`src/rtl/core/utf16_to_utf8_encoder_macros.svh`:
```
// ----------------------------------------------------------------------------
// UTF-16 to UTF-8 encoder assertion macros
// Concurrent assertion helpers, clocked on the rising edge, off during reset.
// ----------------------------------------------------------------------------
`ifndef UTF16_TO_UTF8_ENCODER_MACROS_SVH
`define UTF16_TO_UTF8_ENCODER_MACROS_SVH

// same-cycle implication
`define U16U8_ASSERT_IMP(lbl, clk, rst, ante, cons) \
   lbl: assert property (@(posedge clk) disable iff (rst) (ante) |-> (cons)) \
      else $error("u16u8 assertion failed");

// next-cycle implication
`define U16U8_ASSERT_NXT(lbl, clk, rst, ante, cons) \
   lbl: assert property (@(posedge clk) disable iff (rst) (ante) |=> (cons)) \
      else $error("u16u8 assertion failed");

`endif

```
`src/rtl/core/u16u8_pkg.sv`:
```
// ----------------------------------------------------------------------------
// u16u8_pkg
// Shared types, constants and UTF-8 byte encoding helpers.
// ----------------------------------------------------------------------------
`default_nettype none

package u16u8_pkg;

   // surrogate ranges and UTF-8 limits
   localparam logic [15:0] HI_FIRST   = 16'hD800;
   localparam logic [15:0] HI_LAST    = 16'hDBFF;
   localparam logic [15:0] LO_FIRST   = 16'hDC00;
   localparam logic [15:0] LO_LAST    = 16'hDFFF;
   localparam logic [20:0] SUPP_BASE  = 21'h10000;
   localparam logic [20:0] LIM_ONE    = 21'h80;
   localparam logic [20:0] LIM_TWO    = 21'h800;
   localparam logic [5:0]  HI_PREFIX  = 6'b110110;

   // default depth of the job queue
   localparam int QUEUE_DEPTH_DEF = 4;

   typedef struct packed {
      logic [15:0] code_unit;
      logic        last_unit;
   } req_type;

   typedef struct packed {
      logic [7:0] out_byte;
      logic       run_last;
      logic       string_last;
   } rsp_type;

   // one classified unit: optional flushed high surrogate, optional code point
   typedef struct packed {
      logic        first_valid;
      logic [9:0]  first_bits;
      logic        second_valid;
      logic [20:0] second_cp;
      logic        last_unit;
   } job_type;

   typedef struct packed {
      logic full;
      logic empty;
   } q_status_type;

   typedef enum logic {
      PH_FLUSH,
      PH_MAIN
   } back_phase_type;

   // number of UTF-8 bytes for a code point
   function automatic logic [2:0] enc_len(input logic [20:0] cp);
      logic [2:0] len;
      if (cp < LIM_ONE) begin
         len = 3'd1;
      end else if (cp < LIM_TWO) begin
         len = 3'd2;
      end else if (cp < SUPP_BASE) begin
         len = 3'd3;
      end else begin
         len = 3'd4;
      end
      return len;
   endfunction

   // byte number idx (first byte is zero) of the UTF-8 form of cp
   function automatic logic [7:0] enc_byte(input logic [20:0] cp, input logic [1:0] idx);
      logic [7:0] b;
      b = 8'h00;
      if (cp < LIM_ONE) begin
         b = {1'b0, cp[6:0]};
      end else if (cp < LIM_TWO) begin
         case (idx)
            2'd0:    b = {3'b110, cp[10:6]};
            default: b = {2'b10, cp[5:0]};
         endcase
      end else if (cp < SUPP_BASE) begin
         case (idx)
            2'd0:    b = {4'b1110, cp[15:12]};
            2'd1:    b = {2'b10, cp[11:6]};
            default: b = {2'b10, cp[5:0]};
         endcase
      end else begin
         case (idx)
            2'd0:    b = {5'b11110, cp[20:18]};
            2'd1:    b = {2'b10, cp[17:12]};
            2'd2:    b = {2'b10, cp[11:6]};
            default: b = {2'b10, cp[5:0]};
         endcase
      end
      return b;
   endfunction

endpackage

`default_nettype wire

```
`src/rtl/core/utf16_to_utf8_encoder.sv`:
```
// ----------------------------------------------------------------------------
// utf16_to_utf8_encoder: UTF-16 code units in, UTF-8 byte beats out.
// Accepted units are queued as jobs; bytes leave via the output register.
// One byte per cycle unless rsp_stall holds it; a unit yields 0 to 6 bytes.
// Reset clears the held surrogate, the job queue and the output register.
// ----------------------------------------------------------------------------
`default_nettype none

`include "utf16_to_utf8_encoder_macros.svh"

module utf16_to_utf8_encoder #(
   parameter int QUEUE_DEPTH = u16u8_pkg::QUEUE_DEPTH_DEF
) (
   input  wire logic               clock,
   input  wire logic               reset,
   input  wire logic               req_valid,
   input  wire u16u8_pkg::req_type req_payload,
   output logic                    req_stall,
   output logic                    rsp_valid,
   output u16u8_pkg::rsp_type      rsp_payload,
   input  wire logic               rsp_stall
);

   u16u8_pkg::q_status_type q_status;
   u16u8_pkg::job_type      push_job;
   u16u8_pkg::job_type      head_job;
   logic                    q_push;
   logic                    q_pop;
   logic                    str_end;

   // front: classify units and pair surrogates
   u16u8_front u_front (
      .clock       (clock),
      .reset       (reset),
      .req_valid   (req_valid),
      .req_payload (req_payload),
      .req_stall   (req_stall),
      .q_status    (q_status),
      .q_push      (q_push),
      .q_job       (push_job)
   );

   // job queue
   u16u8_queue #(
      .DEPTH (QUEUE_DEPTH)
   ) u_queue (
      .clock    (clock),
      .reset    (reset),
      .push     (q_push),
      .push_job (push_job),
      .pop      (q_pop),
      .head_job (head_job),
      .status   (q_status)
   );

   // back: serialize UTF-8 bytes
   u16u8_back u_back (
      .clock       (clock),
      .reset       (reset),
      .head_job    (head_job),
      .q_status    (q_status),
      .q_pop       (q_pop),
      .rsp_valid   (rsp_valid),
      .rsp_payload (rsp_payload),
      .rsp_stall   (rsp_stall)
   );

   // final byte of a string on the output
   assign str_end = rsp_valid && rsp_payload.string_last;

   // checks
   `U16U8_ASSERT_IMP(a_no_push_full, clock, reset, q_status.full, !q_push)
   `U16U8_ASSERT_IMP(a_no_pop_empty, clock, reset, q_pop, !q_status.empty)
   `U16U8_ASSERT_IMP(a_str_end_run_end, clock, reset, str_end, rsp_payload.run_last)
   `U16U8_ASSERT_NXT(a_pop_gives_beat, clock, reset, q_pop, rsp_valid && rsp_payload.run_last)

endmodule

`default_nettype wire

```
`src/rtl/core/u16u8_front.sv`:
```
// ----------------------------------------------------------------------------
// u16u8_front
// Accepts code units, pairs surrogates and pushes encode jobs to the queue.
// ----------------------------------------------------------------------------
`default_nettype none

module u16u8_front (
   input  wire logic                    clock,
   input  wire logic                    reset,
   input  wire logic                    req_valid,
   input  wire u16u8_pkg::req_type      req_payload,
   output logic                         req_stall,
   input  wire u16u8_pkg::q_status_type q_status,
   output logic                         q_push,
   output u16u8_pkg::job_type           q_job
);

   logic       held_valid_ff, held_valid_in;
   logic [9:0] held_bits_ff, held_bits_in;
   logic       accept;
   logic       is_high;
   logic       is_low;
   logic       hold_new;
   logic [20:0] pair_cp;

   assign req_stall = q_status.full;
   assign accept    = req_valid && !req_stall;

   // classify the incoming unit
   always_comb begin
      is_high  = req_payload.code_unit inside {[u16u8_pkg::HI_FIRST:u16u8_pkg::HI_LAST]};
      is_low   = req_payload.code_unit inside {[u16u8_pkg::LO_FIRST:u16u8_pkg::LO_LAST]};
      hold_new = is_high && !req_payload.last_unit;
      pair_cp  = u16u8_pkg::SUPP_BASE
               + {1'b0, held_bits_ff, req_payload.code_unit[9:0]};
   end

   // build the job; a held surrogate that meets a low one becomes a pair
   always_comb begin
      q_job.first_valid  = held_valid_ff && !is_low;
      q_job.first_bits   = held_bits_ff;
      q_job.second_valid = !hold_new;
      q_job.second_cp    = (held_valid_ff && is_low) ? pair_cp
                                                     : {5'b0, req_payload.code_unit};
      q_job.last_unit    = req_payload.last_unit;
      q_push             = accept && (held_valid_ff || !hold_new);
   end

   // held surrogate state
   always_comb begin
      held_valid_in = held_valid_ff;
      held_bits_in  = held_bits_ff;
      if (accept) begin
         held_valid_in = hold_new;
         if (hold_new) begin
            held_bits_in = req_payload.code_unit[9:0];
         end
      end
   end

   always_ff @(posedge clock) begin
      if (reset) begin
         held_valid_ff <= 1'b0;
      end else begin
         held_valid_ff <= held_valid_in;
      end
      held_bits_ff <= held_bits_in;
   end

endmodule

`default_nettype wire

```
`src/rtl/core/u16u8_queue.sv`:
```
// ----------------------------------------------------------------------------
// u16u8_queue
// Small job queue between the front and back; head is read in place.
// ----------------------------------------------------------------------------
`default_nettype none

module u16u8_queue #(
   parameter int DEPTH = u16u8_pkg::QUEUE_DEPTH_DEF
) (
   input  wire logic                 clock,
   input  wire logic                 reset,
   input  wire logic                 push,
   input  wire u16u8_pkg::job_type   push_job,
   input  wire logic                 pop,
   output u16u8_pkg::job_type        head_job,
   output u16u8_pkg::q_status_type   status
);

   localparam int AW = (DEPTH > 1) ? $clog2(DEPTH) : 1;
   localparam int CW = $clog2(DEPTH + 1);

   u16u8_pkg::job_type job_ff [DEPTH];
   logic [AW-1:0] wr_ptr_ff, wr_ptr_in;
   logic [AW-1:0] rd_ptr_ff, rd_ptr_in;
   logic [CW-1:0] count_ff, count_in;

   function automatic logic [AW-1:0] ptr_next(input logic [AW-1:0] p);
      logic [AW-1:0] n;
      n = (p == AW'(DEPTH - 1)) ? '0 : p + 1'b1;
      return n;
   endfunction

   assign status.full  = (count_ff == CW'(DEPTH));
   assign status.empty = (count_ff == '0);
   assign head_job     = job_ff[rd_ptr_ff];

   // pointer and fill count update
   always_comb begin
      wr_ptr_in = push ? ptr_next(wr_ptr_ff) : wr_ptr_ff;
      rd_ptr_in = pop  ? ptr_next(rd_ptr_ff) : rd_ptr_ff;
      count_in  = count_ff;
      if (push && !pop) begin
         count_in = count_ff + 1'b1;
      end else if (pop && !push) begin
         count_in = count_ff - 1'b1;
      end
   end

   always_ff @(posedge clock) begin
      if (reset) begin
         wr_ptr_ff <= '0;
         rd_ptr_ff <= '0;
         count_ff  <= '0;
      end else begin
         wr_ptr_ff <= wr_ptr_in;
         rd_ptr_ff <= rd_ptr_in;
         count_ff  <= count_in;
      end
   end

   // job storage
   always_ff @(posedge clock) begin
      if (push) begin
         job_ff[wr_ptr_ff] <= push_job;
      end
   end

endmodule

`default_nettype wire

```
`src/rtl/core/u16u8_back.sv`:
```
// ----------------------------------------------------------------------------
// u16u8_back
// Walks the head job byte by byte into a registered output beat.
// ----------------------------------------------------------------------------
`default_nettype none

module u16u8_back (
   input  wire logic                    clock,
   input  wire logic                    reset,
   input  wire u16u8_pkg::job_type      head_job,
   input  wire u16u8_pkg::q_status_type q_status,
   output logic                         q_pop,
   output logic                         rsp_valid,
   output u16u8_pkg::rsp_type           rsp_payload,
   input  wire logic                    rsp_stall
);

   u16u8_pkg::back_phase_type phase_ff, phase_in;
   logic [1:0]  idx_ff, idx_in;
   logic        rsp_valid_ff, rsp_valid_in;
   u16u8_pkg::rsp_type rsp_payload_ff, rsp_payload_in;

   logic        out_load;
   logic        emit;
   logic        cur_main;
   logic [20:0] cur_cp;
   logic [2:0]  cur_len;
   logic        part_end;
   logic        job_end;

   // current code point and byte position
   always_comb begin
      cur_main = (phase_ff == u16u8_pkg::PH_MAIN) || !head_job.first_valid;
      cur_cp   = cur_main ? head_job.second_cp
                          : {5'b0, u16u8_pkg::HI_PREFIX, head_job.first_bits};
      cur_len  = u16u8_pkg::enc_len(cur_cp);
      part_end = ({1'b0, idx_ff} + 3'd1) == cur_len;
      job_end  = part_end && (cur_main || !head_job.second_valid);
      out_load = !rsp_valid_ff || !rsp_stall;
      emit     = out_load && !q_status.empty;
      q_pop    = emit && job_end;
   end

   // sequencer: flush part then main part
   always_comb begin
      phase_in = phase_ff;
      idx_in   = idx_ff;
      if (emit) begin
         if (job_end) begin
            phase_in = u16u8_pkg::PH_FLUSH;
            idx_in   = 2'd0;
         end else if (part_end) begin
            phase_in = u16u8_pkg::PH_MAIN;
            idx_in   = 2'd0;
         end else begin
            idx_in = idx_ff + 2'd1;
         end
      end
   end

   // output beat register
   always_comb begin
      rsp_valid_in   = out_load ? !q_status.empty : rsp_valid_ff;
      rsp_payload_in = rsp_payload_ff;
      if (emit) begin
         rsp_payload_in.out_byte    = u16u8_pkg::enc_byte(cur_cp, idx_ff);
         rsp_payload_in.run_last    = job_end;
         rsp_payload_in.string_last = job_end && head_job.last_unit;
      end
   end

   always_ff @(posedge clock) begin
      if (reset) begin
         phase_ff     <= u16u8_pkg::PH_FLUSH;
         idx_ff       <= 2'd0;
         rsp_valid_ff <= 1'b0;
      end else begin
         phase_ff     <= phase_in;
         idx_ff       <= idx_in;
         rsp_valid_ff <= rsp_valid_in;
      end
      rsp_payload_ff <= rsp_payload_in;
   end

   assign rsp_valid   = rsp_valid_ff;
   assign rsp_payload = rsp_payload_ff;

endmodule

`default_nettype wire

```
`config.mk`:
```
export PLATFORM = sky130hd
export DESIGN_NAME = utf16_to_utf8_encoder
export DESIGN_NICKNAME = d
export VERILOG_FILES = /design/src/rtl/core/u16u8_pkg.sv /design/src/rtl/core/utf16_to_utf8_encoder.sv /design/src/rtl/core/u16u8_front.sv /design/src/rtl/core/u16u8_queue.sv /design/src/rtl/core/u16u8_back.sv
export VERILOG_INCLUDE_DIRS = /design/src /design/src/rtl/core
export SDC_FILE = /design/constraint.sdc
export NUM_CORES = 1
export LEC_CHECK = 0
export ABC_AREA = 1
export BUFFER_PORTS_ARGS = -buffer_cell sky130_fd_sc_hd__buf_2
export CAP_MARGIN = 0
export CORE_ASPECT_RATIO = 0.6
export CORE_MARGIN = 1
export CORE_UTILIZATION = 55
export CTS_CLUSTER_DIAMETER = 80
export DETAILED_ROUTE_END_ITERATION = 16
export GPL_ROUTABILITY_DRIVEN = 0
export MAX_ROUTING_LAYER = met4
export PLACE_DENSITY = 0.7
export SKIP_LAST_GASP = 1
export SLEW_MARGIN = 20
export SYNTH_ARGS = -nofsm -noshare
export SYNTH_HDL_FRONTEND = slang
export SYNTH_SLANG_ARGS = --single-unit
```
`constraint.sdc`:
```
create_clock -name clock -period 3.77 [get_ports clock]
set_input_delay 0 -clock clock [delete_from_list [all_inputs] [get_ports clock]]
set_output_delay 0 -clock clock [all_outputs]
set_load 0.1 [all_outputs]
```
# ---- Word level (Yosys, flattened, before mapping)
# Memory sizes are Yosys's and may differ from the RTL's. A register that Yosys moved wholly into a read port is not among the register bits.
# Cells that the tools add are included.
dict set report word_totals {
  input_bits 21
  ram_bits 136
  memories 1
  word_cells 90
  regBits 32
}
dict set report classes {
  n_reduce_logical 34
  n_lt_le_gt_ge 7
  n_mux 23
  n_eq_ne 6
  add_sub_neg 7
}
# name words width read_ports rd_clocked_by_memory_dff write_ports line
set mem_list {}
lappend mem_list {u_queue.job_ff 4 34 1 1 1 u16u8_queue.sv:22} ;# u16u8_pkg::job_type job_ff [DEPTH];
# op count
set op_table {}
lappend op_table {{21-bit two-way mux} 2}
lappend op_table {{16-bit >= comparator, second input constant} 2}
lappend op_table {{16-bit less-or-equal comparator, second input constant} 2}
lappend op_table {{17-bit by 20-bit adder with 21-bit output, first input constant} 1}
lappend op_table {{21-bit by 12-bit less-than comparator with 1-bit output, second input constant} 1}
lappend op_table {{21-bit by 17-bit less-than comparator with 1-bit output, second input constant} 1}
lappend op_table {{21-bit by 8-bit less-than comparator with 1-bit output, second input constant} 1}
lappend op_table {{7-bit case mux with 3 select lines} 1}
lappend op_table {{8-bit two-way mux} 2}
lappend op_table {{3-bit two-way mux} 5}
lappend op_table {{7-bit two-way mux} 2}
lappend op_table {{7-bit case mux with 2 select lines} 1}
lappend op_table {{1-bit logical AND} 13}
lappend op_table {{2-bit two-way mux} 6}
lappend op_table {{1-bit logical NOT} 11}
lappend op_table {{2-bit by 1-bit adder with 2-bit output, second input constant} 3}
lappend op_table {{2-bit == test, second input constant} 3}
lappend op_table {{1-bit logical OR} 4}
lappend op_table {{1-bit two-way mux} 4}
lappend op_table {{2-bit AND reduction} 2}
lappend op_table {{2-bit nonzero test} 2}
lappend op_table {{2-bit by 1-bit adder with 3-bit output, second input constant} 1}
lappend op_table {{3-bit by 1-bit adder with 3-bit output, second input constant} 1}
lappend op_table {{3-bit == test} 1}
lappend op_table {{5 further kinds} 5}

# ---- Longest topological paths before layout
dict set report logic_depth {
  word_depth 13
  ltp_mapped 25
}

# ---- By module
# A second synthesis with hierarchy kept.
dict set report hier_totals {
  hier_cells 671
  hier_area_um2 7761.2
}
# mod cells_each n_inst area_per_inst_um2
set modules_own_cells {}
lappend modules_own_cells {u16u8_queue 388 1 5705.5}
lappend modules_own_cells {u16u8_back 205 1 1393.8}
lappend modules_own_cells {u16u8_front 78 1 661.9}

# ---- Least setup slack after synthesis
# Ideal clock, no wire load.
dict set report synth_timing {
  path_type {reg2reg}
  from {register u_back.rsp_valid_ff, in the netlist u_back.rsp_valid}
  to {register u_queue.count_ff[2]}
  setup_time_ps 122
  stages_incl_launch_ff 12
  arrival_ps 2696
  setup_slack_ps 952
  n_path_buf 0
  path_cell_list {dfxtp_1 > nand2_1 > o21ai_0 > inv_1 > nand3_2 > ha_1 > inv_1 > fa_1 > a21oi_1 > o21ai_0 > o21ai_0 > a21oi_1}
}
dict set report synth_via {
  elab_chain_len 7
}
# element line
set synth_lines {}
lappend synth_lines {{start: declaration} u16u8_back.sv:20} ;# logic rsp_valid_ff, rsp_valid_in;
lappend synth_lines {{start signal: assignment} u16u8_back.sv:80} ;# rsp_valid_ff <= rsp_valid_in;
lappend synth_lines {{1-bit logical NOT *} u16u8_back.sv:39} ;# out_load = !rsp_valid_ff || !rsp_stall;
lappend synth_lines {{1-bit logical OR *} u16u8_back.sv:39}
lappend synth_lines {{1-bit logical AND *} u16u8_back.sv:40} ;# emit = out_load && !q_status.empty;
lappend synth_lines {{via u_back.emit} u16u8_back.sv:24} ;# logic emit;
lappend synth_lines {{1-bit logical AND *} u16u8_back.sv:41} ;# q_pop = emit && job_end;
lappend synth_lines {{1-bit logical NOT} u16u8_queue.sv:42} ;# if (push && !pop) begin
lappend synth_lines {{1-bit logical AND} u16u8_queue.sv:42}
lappend synth_lines {{3-bit two-way mux / 2-bit nonzero test (equally long branches)} n/a}
lappend synth_lines {{end signal: assignment} u16u8_queue.sv:57} ;# count_ff <= count_in;
lappend synth_lines {{end: declaration} u16u8_queue.sv:25} ;# logic [CW-1:0] count_ff, count_in;
# The timed path passes the listed nets; every way through them passes the cells marked *.
# A chain may end at the register's enable or synchronous reset.

==> flow_metrics.py <==
metrics = {
    "outcome": {
        "outcome": "finished clean",
    },
    "layout": {
        "multi_input_area_um2": 2140,
        "final.fill_count": 976,
        "diodes": 0,
        "final_area_um2": 8650,
        "nets": 788,
        "syn_to_final_growth_pct": 15.3,
        "regArea_um2": 4970,
        "final_layout_size_suffix_gt1_frac": 0.139,
        "fin_cells": 938,
    },
    "clocking": {
        "cts_max_path_buffers": 2,
        "htreeDepth": 4,
        "cts_num_sinks": 170,
        "clk_pin_slew_ns": 0.07,
        "cts_tree": "built",
        "clock_latency_ns": 0.44,
        "root_buffer": "clkbuf_16",
        "cts_made_buffers": 17,
    },
    "pwr": {
        "ir_worst_vdd_mv": 0.400,
        "powerDensity_nw_per_um2": 774,
        "p_total_w": 0.00669,
        "p_leak_nw": 3.36,
    },
    "logic_synthesis": {
        "synth_top_family_by_area": "simple AND/OR/NAND/NOR gates",
        "synth_seq_cells": 170,
        "yosysWarnings": 0,
        "synth.area.top_cells": "edfxtp_1 62%, nand2_1 7.3%, nor2_1 4.5%",
        "yosys-mux-area-fraction": 0.00133,
        "synth_seq_area_share": 0.662,
        "synth.top_cell.area_share": 0.624,
        "syn_area_um2": 7500,
        "synth_xor_xnor_area_share": 0.00117,
        "synth_cells": 697,
        "synth-simple-area-share": 0.176,
        "synth.distinct_cells": 41,
        "syn_avg_cell_area_um2": 10.8,
        "synth_top_cell_by_area": "edfxtp_1",
        "synth_fa_ha_area_frac": 0.0210,
        "synth_compound_area_frac": 0.0809,
        "synth_fp_nets": 730,
    },
    "route": {
        "ant_nets": 0,
        "vias": 5361,
        "vias_per_cell": 5.72,
        "post_drt_wl_per_cell_um": 18.4,
        "drc": 0,
        "wl_um": 17200,
        "first_iter_violations": 578,
        "drt_first_pass_iters": 8,
    },
    "grt": {
        "first_global_vias": 5064,
        "overflow": 0,
        "met1_usage": 0.376,
        "grt_util_met2": 0.394,
        "grtUsageMet3": 0.0683,
        "grt_max_degree": 40,
        "grt_usage": 0.270,
        "antenna_found_initial": 0,
        "grt_pass1_wl_um": 27100,
        "grt-busiest-layer": "met2",
    },
    "floorplan": {
        "die_y_um": 92.5,
        "fp.dieW_um": 153,
        "rows": 32,
        "core_um2": 13100,
        "ios": 33,
        "initial_core_util": 0.575,
        "die_area_um2": 14100,
    },
    "sta": {
        "period_needed_ns": 3.56,
        "worstMarginPinSlew_ns": 0.608,
        "clock_skew_ns": 0.0240,
        "final_max_slew_viol_count": 0,
        "fin_tns_setup_ns": 0,
        "max_freq_ghz": 0.281,
        "maxSlewHeadroom": 0.594,
        "postLayoutSetupSlackWorst_ns": 0.212,
        "hold_viol_final": 0,
        "min_period_over_period": 0.944,
        "finalSetupViolCount": 0,
    },
    "placement": {
        "pre_cts_ws_ns": 0.343,
        "dp_cells": 887,
        "placedInstanceArea_um2": 7860,
        "dp_hpwl_um": 10700,
        "io_buffer_count": 32,
    },
    "critical_path": {
        "cp_max_fo": 22,
        "rr_worst_depth": 18,
        "endpoint_kind": "register",
        "worst-setup-path-type": "reg2reg",
        "startpoint_type": "register",
        "worstPathRequired_ns": 4.09,
        "reg2reg_slack_ns": 0.21,
        "cp_data_arrival_time_ns": 3.88,
        "rr_endpoint": "u_queue.count_ff[1]",
        "crit_path_end": "u_queue.count_ff[1]",
    },
    "worst_hold_path": {
        "hold_path_class": "in2reg",
    },
    "flow_run": {
        "cap_viol_max_count": 0,
    },
}
worst max-delay path: stages (launching register included):
cell     delay, ns
dfxtp_2       0.39
buf_4         0.26
buf_4         0.29
nand2_1       0.08
nand3_1       0.09
nand2_1       0.11
nor2_1        0.32
nor2_4        0.14
inv_1         0.20
nand2_1       0.11
nand2_1       0.09
nand3_2       0.09
nor2_4        0.17
nand3_2       0.13
ha_1          0.23
inv_1         0.09
fa_1          0.42
o21ai_0       0.16
a21oi_1       0.06
registers in the layout (all words and copies together) (netlist names), 2 cells and up, named ones only:
name and count:
u_queue.job_ff 136, u_back.idx_ff 2, u_queue.count_ff 3, u_back.rsp_payload 10, u_front.held_bits_ff 10, u_queue.rd_ptr_ff 2, u_queue.wr_ptr_ff 2
layer usage:
layer / routed length (um) / part of all wire
met1: 7900 / 0.46
met2: 7690 / 0.45
met3: 1410 / 0.082
met4: 233 / 0.014
met5: 0 / 0
final cells by class:
cell class / instances / share of cell area
flip-flops and latches: 170 / 0.574
multi-input cells: 430 / 0.247
repair buffers: 66 / 0.0535
clock buffers: 17 / 0.0492
inverters: 70 / 0.0312
well taps: 170 / 0.0246
clock inverters: 15 / 0.0201
layout by cell type (no fill, tap or decap), types with 2 or more instances in the layout:
cell type        n
clkinv_8         4
o22ai_1          8
o32ai_1          2
clkinv_4         2
a22oi_1          3
clkbuf_16       17
o21ai_0         53
a211oi_1         2
o21a_1           2
edfxtp_1       156
nor4_1           2
inv_6            2
buf_4           15
o221ai_1         2
nand3_2          7
inv_8            7
nand2_1        146
dlygate4sd3_1   19
o211ai_1         5
ha_1            11
nand2_2          8
a21oi_1         21
nor2_4           7
nand4_1          2
inv_1           66
o21ai_1          5
nor2_1          86
clkinv_1         3
nand3_1         45
dfxtp_1         13
a31oi_1          3
buf_2           32
cells in the mapped netlist:
master / number
a22oi_1: 3
nor4_1: 2
o211ai_1: 5
clkinv_1: 2
dfxtp_1: 14
inv_6: 1
nand2_1: 146
o22ai_1: 8
or2_1: 1
edfxtp_1: 156
o21a_1: 2
nand3_2: 7
clkbuf_1: 9
o21ai_0: 53
or2_2: 1
nand4_1: 2
buf_1: 2
inv_1: 66
o21ai_2: 1
a31oi_1: 3
inv_4: 1
nand3_1: 45
a32oi_1: 1
o221ai_1: 2
nor2_1: 90
o21ai_1: 5
fa_1: 1
buf_4: 4
nor2_2: 2
and2_1: 1
a211oi_1: 2
mux2i_1: 1
nand2_4: 1
o32ai_1: 2
nand2_2: 8
ha_1: 11
a21oi_1: 21
nor2_4: 2
buf_2: 7
xor2_1: 1
buf_6: 5
report_power, final:
group	internal [W]	total (W)	switching [W]
logic	0.000633	0.00249	0.00186
clock network	0.000897	0.00174	0.000841
registers	0.00237	0.00246	0.0000879
total	0.00390	0.00669	0.00279
kinds of logic after synthesis:
group / after synthesis
AOI/OAI and AO/OA: 108
xor gates and xnor gates: 1
adders and majority gates: 12
buffers and inverters: 97
DFF: 170
muxes: 1
and+or+nand+nor: 308
metrics by stage:
step / util / hold slack, ns
6_report: 0.663 / 0.0769
5_1_grt: 0.663 / 0.144
4_1_cts: 0.662 / 0.0568
3_5_place_dp: 0.602 / 0.231
3_3_place_gp: 0.602 / 0.226
2_1_floorplan: - / 0.0691
what timing repair did:
action                     in CTS  in global routing
setup buffers                   0                  0
hold endpoints to repair       80                  0
setup endpoints to repair       0                  1
hold buffers                   19                  0
gates resized for setup         0                  1
worst min-delay path by stage:
stage                   start                       to  cells past startpoint
2_1_floorplan           reset         u_back.idx_ff[1]                      1
6_report            req_valid    u_front.held_valid_ff                      4
5_1_grt             req_valid    u_front.held_valid_ff                      4
4_1_cts             req_valid    u_front.held_valid_ff                      4
3_5_place_dp   req_payload[1]  u_front.held_bits_ff[0]                      1
3_3_place_gp   req_payload[1]     u_queue.job_ff[3][1]                      1
(Power assumes the default switching activity.)
